===== src/hw/rtl/ztrs_pkg.sv =====
package ztrs_pkg;

  localparam int unsigned SERIAL_W   = 32;
  localparam int unsigned ACTION_W   = 4;
  localparam int unsigned IN_TDATA_W  = 40;
  localparam int unsigned OUT_TDATA_W = 40;
  localparam int unsigned CFG_AW     = 3;
  localparam int unsigned CFG_DW     = 32;
  localparam int unsigned Q_DEPTH    = 4;
  localparam int unsigned Q_PTR_W    = $clog2(Q_DEPTH);
  localparam int unsigned Q_CNT_W    = $clog2(Q_DEPTH + 1);

  localparam logic [0:0] REG_INCR_REQ = 1'b0;

  typedef enum logic [ACTION_W-1:0] {
    ACT_SOA       = 4'd0,
    ACT_ADD       = 4'd1,
    ACT_DEL       = 4'd2,
    ACT_CLEAR_ADD = 4'd3,
    ACT_FINAL     = 4'd4,
    ERR_OUTSIDE   = 4'd5,
    ERR_NOT_SOA   = 4'd6,
    ERR_OWNER1    = 4'd7,
    ERR_OWNER     = 4'd8,
    ERR_AXFR_LOW  = 4'd9,
    ERR_ORDER     = 4'd10,
    ERR_HIGH      = 4'd11
  } action_t;

  typedef enum logic [1:0] {
    KIND_RECORD      = 2'd0,
    KIND_SOA_ZONE    = 2'd1,
    KIND_SOA_FOREIGN = 2'd2
  } kind_t;

  typedef enum logic [5:0] {
    ST_NEED_FIRST = 6'b000001,
    ST_HAVE_FIRST = 6'b000010,
    ST_DEL        = 6'b000100,
    ST_ADD        = 6'b001000,
    ST_FINAL      = 6'b010000,
    ST_HALT       = 6'b100000
  } stage_t;

  typedef struct packed {
    logic                first;
    kind_t               kind;
    logic [SERIAL_W-1:0] serial;
  } req_t;

  typedef struct packed {
    logic               valid;
    logic               full;
    logic [Q_CNT_W-1:0] level;
  } q_status_t;

endpackage


===== src/hw/rtl/ztrs_front.sv =====
module ztrs_front (
  input  logic                               in_tvalid,
  output logic                               in_tready,
  input  logic [ztrs_pkg::IN_TDATA_W-1:0]    in_tdata,
  input  ztrs_pkg::q_status_t                q_status,
  output logic                               q_push,
  output ztrs_pkg::req_t                     q_req
);
  import ztrs_pkg::*;

  logic is_soa;
  logic owner_ok;

  assign is_soa   = in_tdata[1];
  assign owner_ok = in_tdata[2];

  assign in_tready = !q_status.full;
  assign q_push    = in_tvalid && !q_status.full;

  always_comb begin
    q_req.first  = in_tdata[0];
    q_req.serial = in_tdata[3 +: SERIAL_W];
    if (!is_soa) begin
      q_req.kind = KIND_RECORD;
    end else if (owner_ok) begin
      q_req.kind = KIND_SOA_ZONE;
    end else begin
      q_req.kind = KIND_SOA_FOREIGN;
    end
  end

endmodule


===== src/hw/rtl/ztrs_queue.sv =====
module ztrs_queue (
  input  logic                clk,
  input  logic                rst_n,
  input  logic                push,
  input  ztrs_pkg::req_t      push_req,
  input  logic                pop,
  output ztrs_pkg::req_t      head_req,
  output ztrs_pkg::q_status_t status
);
  import ztrs_pkg::*;

  req_t                entry_r [Q_DEPTH];
  logic [Q_PTR_W-1:0]  wr_ptr_r;
  logic [Q_PTR_W-1:0]  wr_ptr_nxt;
  logic [Q_PTR_W-1:0]  rd_ptr_r;
  logic [Q_PTR_W-1:0]  rd_ptr_nxt;
  logic [Q_CNT_W-1:0]  count_r;
  logic [Q_CNT_W-1:0]  count_nxt;

  assign head_req     = entry_r[rd_ptr_r];
  assign status.valid = (count_r != '0);
  assign status.full  = (count_r == Q_CNT_W'(Q_DEPTH));
  assign status.level = count_r;

  always_comb begin
    wr_ptr_nxt = push ? wr_ptr_r + 1'b1 : wr_ptr_r;
    rd_ptr_nxt = pop  ? rd_ptr_r + 1'b1 : rd_ptr_r;
    count_nxt  = count_r;
    if (push && !pop) begin
      count_nxt = count_r + 1'b1;
    end else if (pop && !push) begin
      count_nxt = count_r - 1'b1;
    end
  end

  always_ff @(posedge clk) begin
    if (push) begin
      entry_r[wr_ptr_r] <= push_req;
    end
  end

  always_ff @(posedge clk) begin
    if (!rst_n) begin
      wr_ptr_r <= '0;
      rd_ptr_r <= '0;
      count_r  <= '0;
    end else begin
      wr_ptr_r <= wr_ptr_nxt;
      rd_ptr_r <= rd_ptr_nxt;
      count_r  <= count_nxt;
    end
  end

endmodule


===== src/hw/rtl/ztrs_back.sv =====
module ztrs_back (
  input  logic                             clk,
  input  logic                             rst_n,
  input  logic                             incr_req,
  input  logic                             q_valid,
  input  ztrs_pkg::req_t                   head_req,
  output logic                             q_pop,
  output logic                             out_tvalid,
  input  logic                             out_tready,
  output logic [ztrs_pkg::OUT_TDATA_W-1:0] out_tdata
);
  import ztrs_pkg::*;

  stage_t              stage_r;
  stage_t              stage_nxt;
  logic                mode_r;
  logic                mode_nxt;
  logic [SERIAL_W-1:0] first_serial_r;
  logic [SERIAL_W-1:0] first_serial_nxt;
  logic [SERIAL_W-1:0] last_soa_serial_r;
  logic [SERIAL_W-1:0] last_soa_serial_nxt;
  logic                out_valid_r;
  logic [OUT_TDATA_W-1:0] out_data_r;

  stage_t              st;
  logic                md;
  logic [SERIAL_W-1:0] fs;
  logic [SERIAL_W-1:0] ps;
  action_t             act;
  logic                ser_eq;
  logic                ser_lt;
  logic                ser_le_prev;

  assign q_pop      = q_valid && (!out_valid_r || out_tready);
  assign out_tvalid = out_valid_r;
  assign out_tdata  = out_data_r;

  always_comb begin
    st = stage_r;
    md = mode_r;
    fs = first_serial_r;
    ps = last_soa_serial_r;
    if (head_req.first) begin
      st = ST_NEED_FIRST;
      md = incr_req;
      fs = '0;
      ps = '0;
    end

    ser_eq      = (head_req.serial == fs);
    ser_lt      = (head_req.serial < fs);
    ser_le_prev = (head_req.serial <= ps);

    act                 = ACT_SOA;
    stage_nxt           = st;
    mode_nxt            = md;
    first_serial_nxt    = fs;
    last_soa_serial_nxt = ps;

    unique case (st)
      ST_FINAL: begin
        act       = ERR_OUTSIDE;
        stage_nxt = ST_HALT;
      end
      ST_NEED_FIRST: begin
        if (head_req.kind == KIND_RECORD) begin
          act       = ERR_NOT_SOA;
          stage_nxt = ST_HALT;
        end else begin
          first_serial_nxt = head_req.serial;
          if (head_req.kind == KIND_SOA_FOREIGN) begin
            act       = ERR_OWNER1;
            stage_nxt = ST_HALT;
          end else begin
            stage_nxt = ST_HAVE_FIRST;
          end
        end
      end
      ST_HAVE_FIRST, ST_DEL, ST_ADD: begin
        priority if (head_req.kind == KIND_SOA_FOREIGN) begin
          act       = ERR_OWNER;
          stage_nxt = ST_HALT;
        end else if (head_req.kind == KIND_SOA_ZONE) begin
          priority if (ser_eq) begin
            last_soa_serial_nxt = head_req.serial;
            if (md && st == ST_DEL) begin
              stage_nxt = ST_ADD;
            end else begin
              act       = ACT_FINAL;
              stage_nxt = ST_FINAL;
            end
          end else if (ser_lt) begin
            priority if (!md) begin
              act       = ERR_AXFR_LOW;
              stage_nxt = ST_HALT;
            end else if (st != ST_DEL) begin
              stage_nxt           = ST_DEL;
              last_soa_serial_nxt = head_req.serial;
            end else if (ser_le_prev) begin
              act       = ERR_ORDER;
              stage_nxt = ST_HALT;
            end else begin
              stage_nxt           = ST_ADD;
              last_soa_serial_nxt = head_req.serial;
            end
          end else begin
            act       = ERR_HIGH;
            stage_nxt = ST_HALT;
          end
        end else begin
          priority if (st == ST_ADD) begin
            act = ACT_ADD;
          end else if (st == ST_DEL) begin
            act = ACT_DEL;
          end else begin
            stage_nxt = ST_ADD;
            if (md) begin
              mode_nxt = 1'b0;
              act      = ACT_CLEAR_ADD;
            end else begin
              act = ACT_ADD;
            end
          end
        end
      end
      default: begin
        act = ERR_OUTSIDE;
      end
    endcase
  end

  always_ff @(posedge clk) begin
    if (q_pop) begin
      out_data_r <= {3'b000, first_serial_nxt, mode_nxt, act};
    end
  end

  always_ff @(posedge clk) begin
    if (!rst_n) begin
      stage_r           <= ST_NEED_FIRST;
      mode_r            <= 1'b0;
      first_serial_r    <= '0;
      last_soa_serial_r <= '0;
      out_valid_r       <= 1'b0;
    end else begin
      if (q_pop) begin
        stage_r           <= stage_nxt;
        mode_r            <= mode_nxt;
        first_serial_r    <= first_serial_nxt;
        last_soa_serial_r <= last_soa_serial_nxt;
        out_valid_r       <= 1'b1;
      end else if (out_tready) begin
        out_valid_r <= 1'b0;
      end
    end
  end

endmodule


===== src/hw/rtl/zone_transfer_record_sequencer.sv =====
// Takes one zone transfer answer record per cycle while the output is ready, and returns one
// result per record, in order. A record waits in a four-entry queue between the input
// classifier and the transfer sequencer, whose serial compares are combinational, so the
// sustained rate is one record per clock while out_tready stays high; the result is held in
// a register after the queue entry. The result register and the queue absorb output stalls.
// Write incremental_requested only while no record is in flight; it takes effect on the
// next record that has first_record set.
module zone_transfer_record_sequencer (
  input  logic                              clk,
  input  logic                              rst_n,
  // Fields from bit 0: first_record, record_is_soa, owner_is_zone, soa_serial[31:0].
  input  logic                              in_tvalid,
  output logic                              in_tready,
  input  logic [ztrs_pkg::IN_TDATA_W-1:0]   in_tdata,
  // Fields from bit 0: action[3:0], incremental_active, leadin_serial[31:0].
  output logic                              out_tvalid,
  input  logic                              out_tready,
  output logic [ztrs_pkg::OUT_TDATA_W-1:0]  out_tdata,
  input  logic                              cfg_psel,
  input  logic                              cfg_penable,
  input  logic                              cfg_pwrite,
  input  logic [ztrs_pkg::CFG_AW-1:0]       cfg_paddr,
  input  logic [ztrs_pkg::CFG_DW-1:0]       cfg_pwdata,
  output logic [ztrs_pkg::CFG_DW-1:0]       cfg_prdata,
  output logic                              cfg_pready
);
  import ztrs_pkg::*;

  logic      incr_req_r;
  logic      cfg_sel_reg;
  logic      q_push;
  logic      q_pop;
  req_t      q_req;
  req_t      head_req;
  q_status_t q_status;

  assign cfg_pready  = 1'b1;
  assign cfg_sel_reg = (cfg_paddr[CFG_AW-1:2] == REG_INCR_REQ);
  assign cfg_prdata  = cfg_sel_reg ? {{(CFG_DW-1){1'b0}}, incr_req_r} : '0;

  always_ff @(posedge clk) begin
    if (!rst_n) begin
      incr_req_r <= 1'b0;
    end else if (cfg_psel && cfg_penable && cfg_pwrite && cfg_pready && cfg_sel_reg) begin
      incr_req_r <= cfg_pwdata[0];
    end
  end

  ztrs_front u_front (
    .in_tvalid (in_tvalid),
    .in_tready (in_tready),
    .in_tdata  (in_tdata),
    .q_status  (q_status),
    .q_push    (q_push),
    .q_req     (q_req)
  );

  ztrs_queue u_queue (
    .clk      (clk),
    .rst_n    (rst_n),
    .push     (q_push),
    .push_req (q_req),
    .pop      (q_pop),
    .head_req (head_req),
    .status   (q_status)
  );

  ztrs_back u_back (
    .clk        (clk),
    .rst_n      (rst_n),
    .incr_req   (incr_req_r),
    .q_valid    (q_status.valid),
    .head_req   (head_req),
    .q_pop      (q_pop),
    .out_tvalid (out_tvalid),
    .out_tready (out_tready),
    .out_tdata  (out_tdata)
  );

  a_clear_ends_incr: assert property (@(posedge clk) disable iff (!rst_n)
    (out_tvalid && out_tdata[ACTION_W-1:0] == ACT_CLEAR_ADD) |-> !out_tdata[ACTION_W])
    else $error("clear-then-add result still reports incremental mode");

  a_queue_level: assert property (@(posedge clk) disable iff (!rst_n)
    q_status.level <= Q_CNT_W'(Q_DEPTH))
    else $error("request queue level above its depth");

  a_action_range: assert property (@(posedge clk) disable iff (!rst_n)
    out_tvalid |-> out_tdata[ACTION_W-1:0] <= ERR_HIGH)
    else $error("result carries an undefined action code");

  a_no_push_when_full: assert property (@(posedge clk) disable iff (!rst_n)
    (q_status.full && !q_pop) |=> q_status.full)
    else $error("full request queue lost an entry without a pop");

endmodule


===== config.mk =====
export PLATFORM = sky130hd
export DESIGN_NAME = zone_transfer_record_sequencer
export DESIGN_NICKNAME = d
export VERILOG_FILES = /design/src/hw/rtl/ztrs_pkg.sv /design/src/hw/rtl/ztrs_front.sv /design/src/hw/rtl/ztrs_queue.sv /design/src/hw/rtl/ztrs_back.sv /design/src/hw/rtl/zone_transfer_record_sequencer.sv
export SDC_FILE = /design/constraint.sdc
export NUM_CORES = 1
export LEC_CHECK = 0
export ABC_AREA = 1
export BUFFER_PORTS_ARGS = -buffer_cell sky130_fd_sc_hd__buf_2
export CORE_AREA = 3 3 149 151
export CTS_BUF_LIST = sky130_fd_sc_hd__clkbuf_8
export CTS_CLUSTER_SIZE = 8
export DETAILED_ROUTE_END_ITERATION = 10
export DIE_AREA = 0 0 152 154
export PLACE_DENSITY = 0.9
export SLEW_MARGIN = 20
export SYNTH_ARGS = -nofsm -noshare
export SYNTH_HDL_FRONTEND = slang
export SYNTH_SLANG_ARGS = --single-unit

===== constraint.sdc =====
create_clock -name clk -period 4.5 [get_ports clk]
set_input_delay 0.9 -clock clk [delete_from_list [all_inputs] [get_ports clk]]
set_output_delay 0.9 -clock clk [all_outputs]
set_load 0.02 [all_outputs]

==> results by group, run 1 <==
Placement
  – Placed cell area: 13070 sq um
  – Number of placed cells counting well taps: 1640
  – Port Buffer Count: 83
  – HPWL reported at the end of detailed placement: 17.28 mm
  – Final weighted congestion of routability-driven global placement: 0.8626

Final layout
  – Utilization of the core after routing: 65.92%
  – Share of layout cells above drive strength 1: 13.48%
  – Final Instance Area: 13810 sq um
  – Number of non-filler instances in the completed layout: 1716
  – Area growth from synthesis to final layout: 10.00%
  – Count of fill cells added during filler insertion: 1545
  – Post-layout net count: 1562

Synthesis
  – Post-synthesis instance total: 1332
  – Synth async-reset ratio: 0%
  – Number of enable-type register cells in the synthesized netlist: 177
  – Yosys cell types: 46
  – Portion of the post-synthesis area used by sequential elements: 55.40%
  – Mapped cell area: 12560 sq um
  – #FFs+latches synth: 259
  – Flip-flop cell with the highest count after synthesis: sky130_fd_sc_hd__edfxtp_1
  – Average cell area after synthesis: 9.428 sq um
  – Number of warning messages in the yosys log: 0

STA
  – Post-layout minimum cycle time: 3859 ps
  – Post-Route Skew: 20.24 ps
  – Final number of hold-violating endpoints: 0
  – Slew at the pin closest to its max-slew limit: 1047 ps
  – Final-report max-slew violation count: 0
  – Worst-case headroom to the max-slew limit: 30.11%
  – Unrepaired setup endpoints after global routing: false
  – Final cycle utilization of the critical path: 85.75%
  – Aggregate negative setup slack: 0 ps
  – Final Setup Violations: 0
  – Max Clk Rate: 259.1 MHz

Floorplan
  – Core Footprint: 20960 sq um
  – Floorplan die height: 154 um
  – Die width: 152 um
  – Io pins: 157
  – Number of core rows: 53
  – Die Area: 23410 sq um
  – Initial core utilization: 59.93%

Pwr
  – Highest ir drop seen on vdd: 0.0003661 V
  – Total Power: 10230 uW
  – Power per standard cell area: 740.5 nW/um^2
  – Leakage power: 0.005711 uW

Detailed routing
  – Routed WL: 26.87 mm
  – Number of detailed-routing iterations run before antenna repair: 6
  – Routed wire length per instance: 15.66 um
  – Initial drt markers: 1131
  – Count of nets left with antenna violations after detail routing: 0
  – Number of design rule violations left after detail routing: 0
  – Vias post-DR: 9608
  – Per-cell via count in the routed design: 5.599

Worst hold path
  – Cell depth of the worst hold path: 2
  – Startpoint of the worst hold path: u_queue.rd_ptr_r[1]
  – Hold Path Class: flip-flop to flip-flop

Critical path
  – Startpoint type of the worst setup path: flip-flop
  – Worst-case register-to-register setup slack: 640 ps
  – Critical path endpoint category: flip-flop
  – Worst endpoint data arrival time: 4330 ps
  – Critical path type: flip-flop to flip-flop
  – Reg2reg path depth: 17
  – CP max FO: 22
  – Required arrival time at the worst endpoint: 4970 ps
  – Terminus of the critical flop-to-flop path: u_back.last_soa_serial_r[3]

Clock tree
  – Postcts setup bufs: 0
  – Gates resized, CTS repair: 0
  – Worst-skew pair later-pin latency: 570 ps
  – CTS root buffer: sky130_fd_sc_hd__clkbuf_8
  – Sink Count: 259
  – Hold buffer count at cts: 0
  – Inserted Clock Buffers: 43
  – Clock tree from TritonCTS: yes
  – Largest buffer count on any clock path: 3
  – Reg clk slew, reported paths: 60 ps
  – Number of H-tree levels: 2

Global route
  – Most congested layer reported by global routing: met2
  – Wire length of the first global-routing pass: 43.87 mm
  – Via count of the first global-routing pass: 9116
  – Total global-route track usage: 22.44%
  – Met3 track utilization from global routing: 5.601%
  – Antenna violations before repair: 3
  – Overflow left after global routing: 0
  – Maximum number of pins on one net before global-route repair: 75
  – Met1 Resource Use GR: 29.89%
  – Met2 Usage GRT: 36.07%

Job
  – Maxcap violations: 0

Run status
  – Status: complete, no violations
state kept, by name, indices dropped and copies added (netlist names), named ones only:
register / flops
u_queue.entry_r: 140
u_back.out_tdata: 37
u_back.first_serial_r: 32
u_back.last_soa_serial_r: 32
u_back.stage_r: 6
u_queue.count_r: 3
u_queue.rd_ptr_r: 2
u_queue.wr_ptr_r: 2
incr_req_r: 1
u_back.mode_r: 1
u_back.out_tvalid: 1
logic make-up (layout without fill, tap and decap cells):
kind of cell | count (synthesis) | after routing | synth area share [%]
simple gates | 504 | 504 | 17.10
compound gates | 293 | 293 | 12.73
flops | 259 | 259 | 55.40
buf+inv | 203 | 277 | 7.612
fa+ha+maj | 70 | 70 | 7.034
other cells | 2 | 37 | 0.05980
xor+xnor | 1 | 1 | 0.06975
placed cells by master, fill, tap and decap left out, types with 44 or more instances in the layout:
| cell | synthesis | routed |
|---|---|---|
| sky130_fd_sc_hd__a21oi_1 | 81 | 81 |
| sky130_fd_sc_hd__buf_2 | 13 | 83 |
| sky130_fd_sc_hd__clkbuf_8 | 0 | 44 |
| sky130_fd_sc_hd__dfxtp_1 | 82 | 81 |
| sky130_fd_sc_hd__edfxtp_1 | 177 | 177 |
| sky130_fd_sc_hd__ha_1 | 69 | 69 |
| sky130_fd_sc_hd__inv_1 | 90 | 104 |
| sky130_fd_sc_hd__nand2_1 | 240 | 240 |
| sky130_fd_sc_hd__nand3_1 | 51 | 51 |
| sky130_fd_sc_hd__nor2_1 | 159 | 155 |
| sky130_fd_sc_hd__o21ai_0 | 97 | 97 |
| sky130_fd_sc_hd__o21ai_1 | 57 | 57 |
how the worst max path moves through the flow:
stage                          from                      endpoint  slack [ps]  cells after the start
after floorplan           flip-flop  u_back.last_soa_serial_r[10]        1180                     26
after global placement    flip-flop   u_back.last_soa_serial_r[3]         870                     19
after detailed placement  flip-flop   u_back.last_soa_serial_r[3]         730                     17
after CTS                 flip-flop   u_back.last_soa_serial_r[3]         710                     17
after global routing      flip-flop   u_back.last_soa_serial_r[3]         290                     20
final                     flip-flop   u_back.last_soa_serial_r[3]         640                     17
worst max-delay path: stages, from the launching register on:
cell and delay, ps:
sky130_fd_sc_hd__dfxtp_1 340, sky130_fd_sc_hd__inv_4 210, sky130_fd_sc_hd__buf_4 300, sky130_fd_sc_hd__o21ai_0 130, sky130_fd_sc_hd__o22ai_1 540, sky130_fd_sc_hd__ha_1 240
sky130_fd_sc_hd__nand2_1 80, sky130_fd_sc_hd__nor4_1 390, sky130_fd_sc_hd__and2_1 210, sky130_fd_sc_hd__inv_1 50, sky130_fd_sc_hd__nor2_1 270, sky130_fd_sc_hd__inv_1 150
sky130_fd_sc_hd__nand2_2 110, sky130_fd_sc_hd__nand2_2 210, sky130_fd_sc_hd__buf_4 270, sky130_fd_sc_hd__nand2_1 60, sky130_fd_sc_hd__nand3_1 60, sky130_fd_sc_hd__a21oi_1 160
Yosys cell counts, drive strengths merged, types with 2 or more instances:
cell type  number  share of area (%)
a21oi          82                3.4
a31oi          12               0.60
a32o            3               0.24
a32oi           5               0.41
buf            57                3.2
clkbuf         46                1.4
conb            2              0.060
dfxtp          82                 13
edfxtp        177                 42
ha             69                6.9
inv            99                3.0
nand2         245                7.5
nand3          54                2.3
nand3b         16               0.96
nand4           9               0.50
nor2          161                4.9
nor3            5               0.24
nor4            3               0.15
o211ai          2               0.12
o21a            4               0.24
o21ai         156                6.3
o22ai          26                1.3
or2            10               0.50
layer usage:
| layer | share of wire [%] | vias to the layer above |
|---|---|---|
| li1 | - | 4676 |
| met4 | 2.5 | 4 |
| met1 | 42 | 4402 |
| met2 | 46 | 450 |
| met5 | 0.10 | - |
| met3 | 9.1 | 76 |
report_power, final:
group	internal [uW]	switching [uW]
clock network	911	908
logic	1530	3450
registers	3240	192
area by class of cell:
cell class	count	area, sq um	area share, %
multi-input cells	903	4795	34.71
repair buffers	103	590.6	4.275
inverters	100	380.4	2.753
flip-flops and latches	259	6958	50.37
clock buffers	44	605.6	4.384
diodes	2	5.005	0.03623
clock inverters	30	136.4	0.9872
well taps	275	344.1	2.491
stage by stage:
stage / setup slack (ps) / hold slack [ps]
floorplan: 1184 / 436.3
global placement: 873.6 / 450.1
detailed placement: 728.3 / 455.7
CTS: 706.1 / 465.3
global route: 294.0 / 485.4
finish: 641.1 / 462.5
Note: power is estimated with default switching activity, not from simulation.
==> inputs of run 2 (changes only) <==
- CORE_AREA: 3 3 149 151 -> 3 3 127 178
- DIE_AREA: 0 0 152 154 -> 0 0 130 181
==> run 2 against run 1 <==
Effect of this change: power shrank 0.77%; sequential cell count is the same; routed wire length is 1.1% higher; combinational power about the same.
==> results by group, run 2 (same netlist as run 1, synthesis figures left out) <==
Run status
  – Status: complete, no violations

STA
  – Worst-case headroom to the max-slew limit: 28.72%
  – Aggregate negative setup slack: 0 ps
  – Final cycle utilization of the critical path: 90.42%
  – Hold_ws: 467.4 ps
  – Final Setup Violations: 0
  – Post-layout minimum cycle time: 4069 ps
  – Unrepaired setup endpoints after global routing: false
  – Post-Route Skew: 20.31 ps
  – Final-report max-slew violation count: 0
  – Slew at the pin closest to its max-slew limit: 1069 ps
  – Max Clk Rate: 245.8 MHz
  – Final number of hold-violating endpoints: 0

Final layout
  – Leading cell type in the layout, fill and taps excluded: sky130_fd_sc_hd__nand2_1
  – Share of layout cells above drive strength 1: 12.94%
  – Top register by number of flip-flops: u_queue.entry_r
  – Max reg flops: 140
  – Count of fill cells added during filler insertion: 1524
  – Post-layout net count: 1558
  – Registers with the most flip-flops: u_queue.entry_r x140, u_back.out_tdata x37
  – Register cell area after layout: 6958 sq um
  – Area of combinational cells with multiple inputs: 4795 sq um
  – Leading cell types in the layout, fill and taps excluded: 240 x sky130_fd_sc_hd__nand2_1, 177 x sky130_fd_sc_hd__edfxtp_1, 155 x sky130_fd_sc_hd__nor2_1
  – Utilization of the core after routing: 64.86%
  – Area growth from synthesis to final layout: 9.515%

Detailed routing
  – Routed wire length per instance: 15.98 um
  – Uppermost layer routed: met5
  – Initial drt markers: 965
  – Number of detailed-routing iterations run before antenna repair: 5
  – Routed WL: 27.15 mm
  – Met2 layer wire length in the routed design: 13.86 mm
  – Per-cell via count in the routed design: 5.728
  – Count of nets left with antenna violations after detail routing: 0
  – Number of design rule violations left after detail routing: 0
  – Routed length on met1: 10.19 mm
  – Routed length on met3: 2.185 mm
  – Vias post-DR: 9732

Pwr
  – Switching Fraction: 44.43%
  – Total Power: 10150 uW
  – Power per standard cell area: 738.0 nW/um^2
  – Switching power of the nets: 4510 uW
  – Clock group share of total power: 16.8%
  – Design internal power: 5641 uW
  – Part of the total power dissipated in sequential elements: 34.0%
  – Highest ir drop seen on vdd: 0.0002921 V
  – Leakage power: 0.005732 uW
  – Share of power burned in combinational logic: 49.2%

Clock tree
  – Inserted Clock Buffers: 40
  – Postcts setup bufs: 0
  – Number of H-tree levels: 2
  – CTS root buffer: sky130_fd_sc_hd__clkbuf_8
  – Reg clk slew, reported paths: 60 ps
  – Sink Count: 259
  – Worst-skew pair later-pin latency: 540 ps
  – Clock tree from TritonCTS: yes
  – Hold buffer count at cts: 0
  – Largest buffer count on any clock path: 3
  – Gates resized, CTS repair: 0

Floorplan
  – Number of core rows: 63
  – Floorplan die height: 181 um
  – Io pins: 157
  – Die width: 130 um
  – Core Footprint: 21200 sq um
  – Die Area: 23530 sq um
  – Initial core utilization: 59.23%

Critical path
  – Critical path endpoint category: flip-flop
  – Critical path type: flip-flop to flip-flop
  – Required arrival time at the worst endpoint: 4950 ps
  – Worst-case register-to-register setup slack: 430 ps
  – Startpoint type of the worst setup path: flip-flop
  – CP max FO: 48
  – Worst endpoint data arrival time: 4520 ps

Placement
  – HPWL reported at the end of detailed placement: 17.48 mm
  – Final weighted congestion of routability-driven global placement: 0.8860
  – Port Buffer Count: 83

Job
  – Maxcap violations: 0

Global route
  – Maximum number of pins on one net before global-route repair: 69
  – Via count of the first global-routing pass: 9447
  – Wire length of the first global-routing pass: 44.19 mm
  – Total global-route track usage: 22.94%
  – Overflow left after global routing: 0
  – Antenna violations before repair: 3

Worst hold path
  – Hold Path Class: flip-flop to flip-flop
  – Startpoint of the worst hold path: u_back.last_soa_serial_r[3]
==> run 2: path summary, 6_finish.rpt <==
| check | end | cells after the start |
|---|---|---|
| max | u_back.last_soa_serial_r[30] | 22 |
| min | u_back.last_soa_serial_r[3] | 2 |
| min reg2reg | u_back.last_soa_serial_r[3] | 2 |
| max reg2reg | u_back.last_soa_serial_r[30] | 22 |
==> run 2: critical path, stage by stage (launching register included) <==
cell                      delay [ps]
sky130_fd_sc_hd__dfxtp_1         510
sky130_fd_sc_hd__inv_4           320
sky130_fd_sc_hd__nand3_2         140
sky130_fd_sc_hd__nand2_4         360
sky130_fd_sc_hd__buf_12          280
sky130_fd_sc_hd__nand2_1         130
sky130_fd_sc_hd__ha_1            310
sky130_fd_sc_hd__nand2_1          70
sky130_fd_sc_hd__inv_1            30
sky130_fd_sc_hd__o21ai_0         140
sky130_fd_sc_hd__a21oi_1          80
sky130_fd_sc_hd__nor2_1          160
sky130_fd_sc_hd__nand2_1         120
sky130_fd_sc_hd__nand2_1          70
sky130_fd_sc_hd__nand2_1          70
sky130_fd_sc_hd__nor2_1          140
sky130_fd_sc_hd__nand2_1         110
sky130_fd_sc_hd__nand2_2          80
sky130_fd_sc_hd__nand2_2         210
sky130_fd_sc_hd__buf_4           270
sky130_fd_sc_hd__nand2_1          80
sky130_fd_sc_hd__nand3_1          80
sky130_fd_sc_hd__a21oi_1         140
==> run 2: metal layers <==
| layer | up-vias | track usage (%) |
|---|---|---|
| li1 | 4659 | - |
| met1 | 4544 | 27.59 |
| met2 | 445 | 38.88 |
| met3 | 82 | 4.348 |
| met5 | - | 0 |
| met4 | 2 | 11.61 |
==> run 2: stage by stage <==
| step | area, sq um | worst slack [ps] | instances |
|---|---|---|---|
| global placement | 13050 | 654.6 | 1624 |
| global route | 13750 | 124.3 | 1699 |
| CTS | 13750 | 535.9 | 1697 |
| finish | 13750 | 431.3 | 1699 |
| floorplan | 12680 | 1184 | 1365 |
| detailed placement | 13050 | 565.2 | 1624 |
==> run 2: area by class of cell <==
| type | instances | share of cell area [%] |
|---|---|---|
| Antenna cell | 2 | 0.03639 |
| Timing Repair Buffer | 102 | 4.330 |
| Tap cell | 260 | 2.365 |
| Clock inverter | 32 | 0.9461 |
| Inverter | 100 | 2.766 |
| Clock buffer | 41 | 4.103 |
| Sequential cell | 259 | 50.59 |
| Multi-Input combinational cell | 903 | 34.86 |
==> run 2: power by group through the flow <==
| stage | clock network [uW] | logic [uW] | registers (uW) |
|---|---|---|---|
| floorplan | 0 | 3430 | 3690 |
| CTS | 1730 | 4920 | 3450 |
| detailed placement | 0 | 4880 | 3490 |
| global placement | 0 | 4690 | 3470 |
| finish | 1710 | 4990 | 3450 |
| global route | 1840 | 5590 | 3500 |
==> inputs of run 3 (changes only) <==
--- a/config.mk
+++ b/config.mk
@@ -9,3 +9,5 @@
 export BUFFER_PORTS_ARGS = -buffer_cell sky130_fd_sc_hd__buf_2
-export CORE_AREA = 3 3 127 178
+export CELL_PAD_IN_SITES_DETAIL_PLACEMENT = 1
+export CELL_PAD_IN_SITES_GLOBAL_PLACEMENT = 1
+export CORE_AREA = 3 3 144 202
 export CTS_BUF_LIST = sky130_fd_sc_hd__clkbuf_8
@@ -13,3 +15,3 @@
 export DETAILED_ROUTE_END_ITERATION = 10
-export DIE_AREA = 0 0 130 181
+export DIE_AREA = 0 0 147 205
 export PLACE_DENSITY = 0.9
--- a/constraint.sdc
+++ b/constraint.sdc
@@ -3,2 +3,2 @@
 set_output_delay 0.9 -clock clk [all_outputs]
-set_load 0.02 [all_outputs]
+set_load 0.1 [all_outputs]
==> run 3 against run 2 <==
Effect of this change: core utilization shrank 14 points; via count grew 0.68%; non-clock buffer count grew 2; global-route usage shrank 1.4 points; setup slack gained 37 ps; final cell count grew 6.5%; register-to-register slack gained 40 ps; first-iteration DRC count shrank 34%; worst hold slack is essentially flat; fmax grew 0.91%; critical endpoint is now u_back.last_soa_serial_r[19]; highest routed layer is now met4.
==> results by group, run 3 (same netlist as run 1, synthesis figures left out) <==
Clock tree
  – Number of H-tree levels: 2
  – Worst-skew pair later-pin latency: 570 ps
  – Largest buffer count on any clock path: 3
  – CTS root buffer: sky130_fd_sc_hd__clkbuf_8
  – Sink Count: 259
  – Inserted Clock Buffers: 41
  – Clock tree from TritonCTS: yes
  – Reg clk slew, reported paths: 70 ps

Detailed routing
  – Vias post-DR: 9798
  – Initial drt markers: 638
  – Routed wire length per instance: 18.22 um
  – Count of nets left with antenna violations after detail routing: 0
  – Number of design rule violations left after detail routing: 0
  – Per-cell via count in the routed design: 5.413
  – Routed WL: 32.99 mm
  – Number of detailed-routing iterations run before antenna repair: 4

Final layout
  – Registers with the most flip-flops: u_queue.entry_r x140, u_back.out_tdata x37
  – Top register by number of flip-flops: u_queue.entry_r
  – Area growth from synthesis to final layout: 11.75%
  – Utilization of the core after routing: 50.91%
  – Leading cell type in the layout, fill and taps excluded: sky130_fd_sc_hd__nand2_1
  – Post-layout net count: 1561
  – Share of layout cells above drive strength 1: 13.54%
  – Max reg flops: 140
  – Leading cell types in the layout, fill and taps excluded: 240 x sky130_fd_sc_hd__nand2_1, 177 x sky130_fd_sc_hd__edfxtp_1, 155 x sky130_fd_sc_hd__nor2_1
  – Final Instance Area: 14030 sq um
  – Diode insertion count for antenna repair: 0

Global route
  – Overflow left after global routing: 0
  – Wire length of the first global-routing pass: 52.49 mm
  – Maximum number of pins on one net before global-route repair: 72
  – Via count of the first global-routing pass: 10.52k
  – Antenna violations before repair: 0
  – Total global-route track usage: 21.56%

Critical path
  – Worst endpoint data arrival time: 4430 ps
  – Terminus of the critical flop-to-flop path: u_back.last_soa_serial_r[19]
  – Critical path type: flip-flop to flip-flop
  – Worst-case register-to-register setup slack: 470 ps
  – Reg2reg path depth: 16
  – CP max FO: 30
  – Startpoint type of the worst setup path: flip-flop
  – Required arrival time at the worst endpoint: 4900 ps
  – Critical path endpoint category: flip-flop

STA
  – Final cycle utilization of the critical path: 89.60%
  – Hold_ws: 467.3 ps
  – Unrepaired setup endpoints after global routing: false
  – Final number of hold-violating endpoints: 0
  – Aggregate negative setup slack: 0 ps
  – Post-Route Skew: 26.55 ps
  – Slew at the pin closest to its max-slew limit: 1096 ps
  – Final Setup Violations: 0
  – Worst-case headroom to the max-slew limit: 26.95%
  – Post-layout minimum cycle time: 4032 ps
  – Max Clk Rate: 248.0 MHz
  – Final-report max-slew violation count: 0

Floorplan
  – Initial core utilization: 45.56%
  – Core Footprint: 27570 sq um
  – Io pins: 157
  – Die Area: 30140 sq um
  – Die width: 147 um
  – Number of core rows: 72
  – Floorplan die height: 205 um

Worst hold path
  – Endpoint with the worst hold slack: u_back.last_soa_serial_r[0]
  – Hold Path Class: flip-flop to flip-flop
  – Startpoint of the worst hold path: u_back.last_soa_serial_r[0]
  – Cell depth of the worst hold path: 2

Job
  – Maxcap violations: 0

Placement
  – Final weighted congestion of routability-driven global placement: 0.8431
  – Port Buffer Count: 83
  – Placed cell area: 13180 sq um
  – HPWL reported at the end of detailed placement: 21.98 mm

Run status
  – Status: complete, no violations
-- run 3: repair_timing --
action,4_1_cts,5_1_grt
buffers inserted,0,0
hold buffers,0,0
gates resized for setup,0,3
setup endpoints to repair,0,18
-- run 3: routing by layer --
metal | part of all wire (%) | GRT usage [%] | vias to the layer above
met1 | 39 | 23.74 | 4833
li1 | - | - | 4663
met2 | 52 | 39.94 | 232
met3 | 4.6 | 3.961 | 70
met4 | 3.6 | 10.19 | 0
met5 | 0 | 0 | -
-- run 3: area by class of cell --
| class | instances | area, sq um |
|---|---|---|
| fillers | 3227 | 13530 |
| flip-flops and latches | 259 | 6958 |
| multi-input cells | 903 | 4832 |
| repair buffers | 104 | 663.1 |
| clock buffers | 45 | 619.3 |
| well taps | 370 | 462.9 |
| inverters | 100 | 380.4 |
| clock inverters | 29 | 117.6 |
-- run 3: worst max-delay path, cell delays in order, from the launching register on --
cell                      delay [ps]
sky130_fd_sc_hd__dfxtp_1         490
sky130_fd_sc_hd__inv_4           360
sky130_fd_sc_hd__buf_4           280
sky130_fd_sc_hd__o21ai_0         140
sky130_fd_sc_hd__o22ai_1         440
sky130_fd_sc_hd__ha_1            260
sky130_fd_sc_hd__nand2_1         110
sky130_fd_sc_hd__nor4_2          410
sky130_fd_sc_hd__and2_1          220
sky130_fd_sc_hd__inv_1            60
sky130_fd_sc_hd__nor2_1          200
sky130_fd_sc_hd__inv_1           110
sky130_fd_sc_hd__nand2_2         110
sky130_fd_sc_hd__buf_4           330
sky130_fd_sc_hd__nand3_1         120
sky130_fd_sc_hd__nand3_1         110
sky130_fd_sc_hd__a21oi_1          80
-- run 3: how the worst max path moves through the flow --
stage | from | end | slack, ps
3_5_place_dp | flip-flop | u_back.last_soa_serial_r[15] | 210
3_3_place_gp | flip-flop | u_back.last_soa_serial_r[15] | 350
5_1_grt | flip-flop | u_back.last_soa_serial_r[28] | 110
6_report | flip-flop | u_back.last_soa_serial_r[19] | 470
2_1_floorplan | u_queue.count_r[1] | u_queue.entry_r[0][0] | 980
4_1_cts | flip-flop | u_back.last_soa_serial_r[15] | 180
-- run 3: through the flow --
| stage | setup slack [ps] | std cells |
|---|---|---|
| after floorplan | 983.0 | 1365 |
| after global placement | 347.6 | 1732 |
| after CTS | 175.1 | 1806 |
| after global routing | 114.8 | 1810 |
| after detailed placement | 213.8 | 1732 |
| final | 468.1 | 1810 |
Power of run 3 is left out: the tool's default activity adds up to more than one toggle a clock period on the data nets, which glitch-free logic cannot reach.
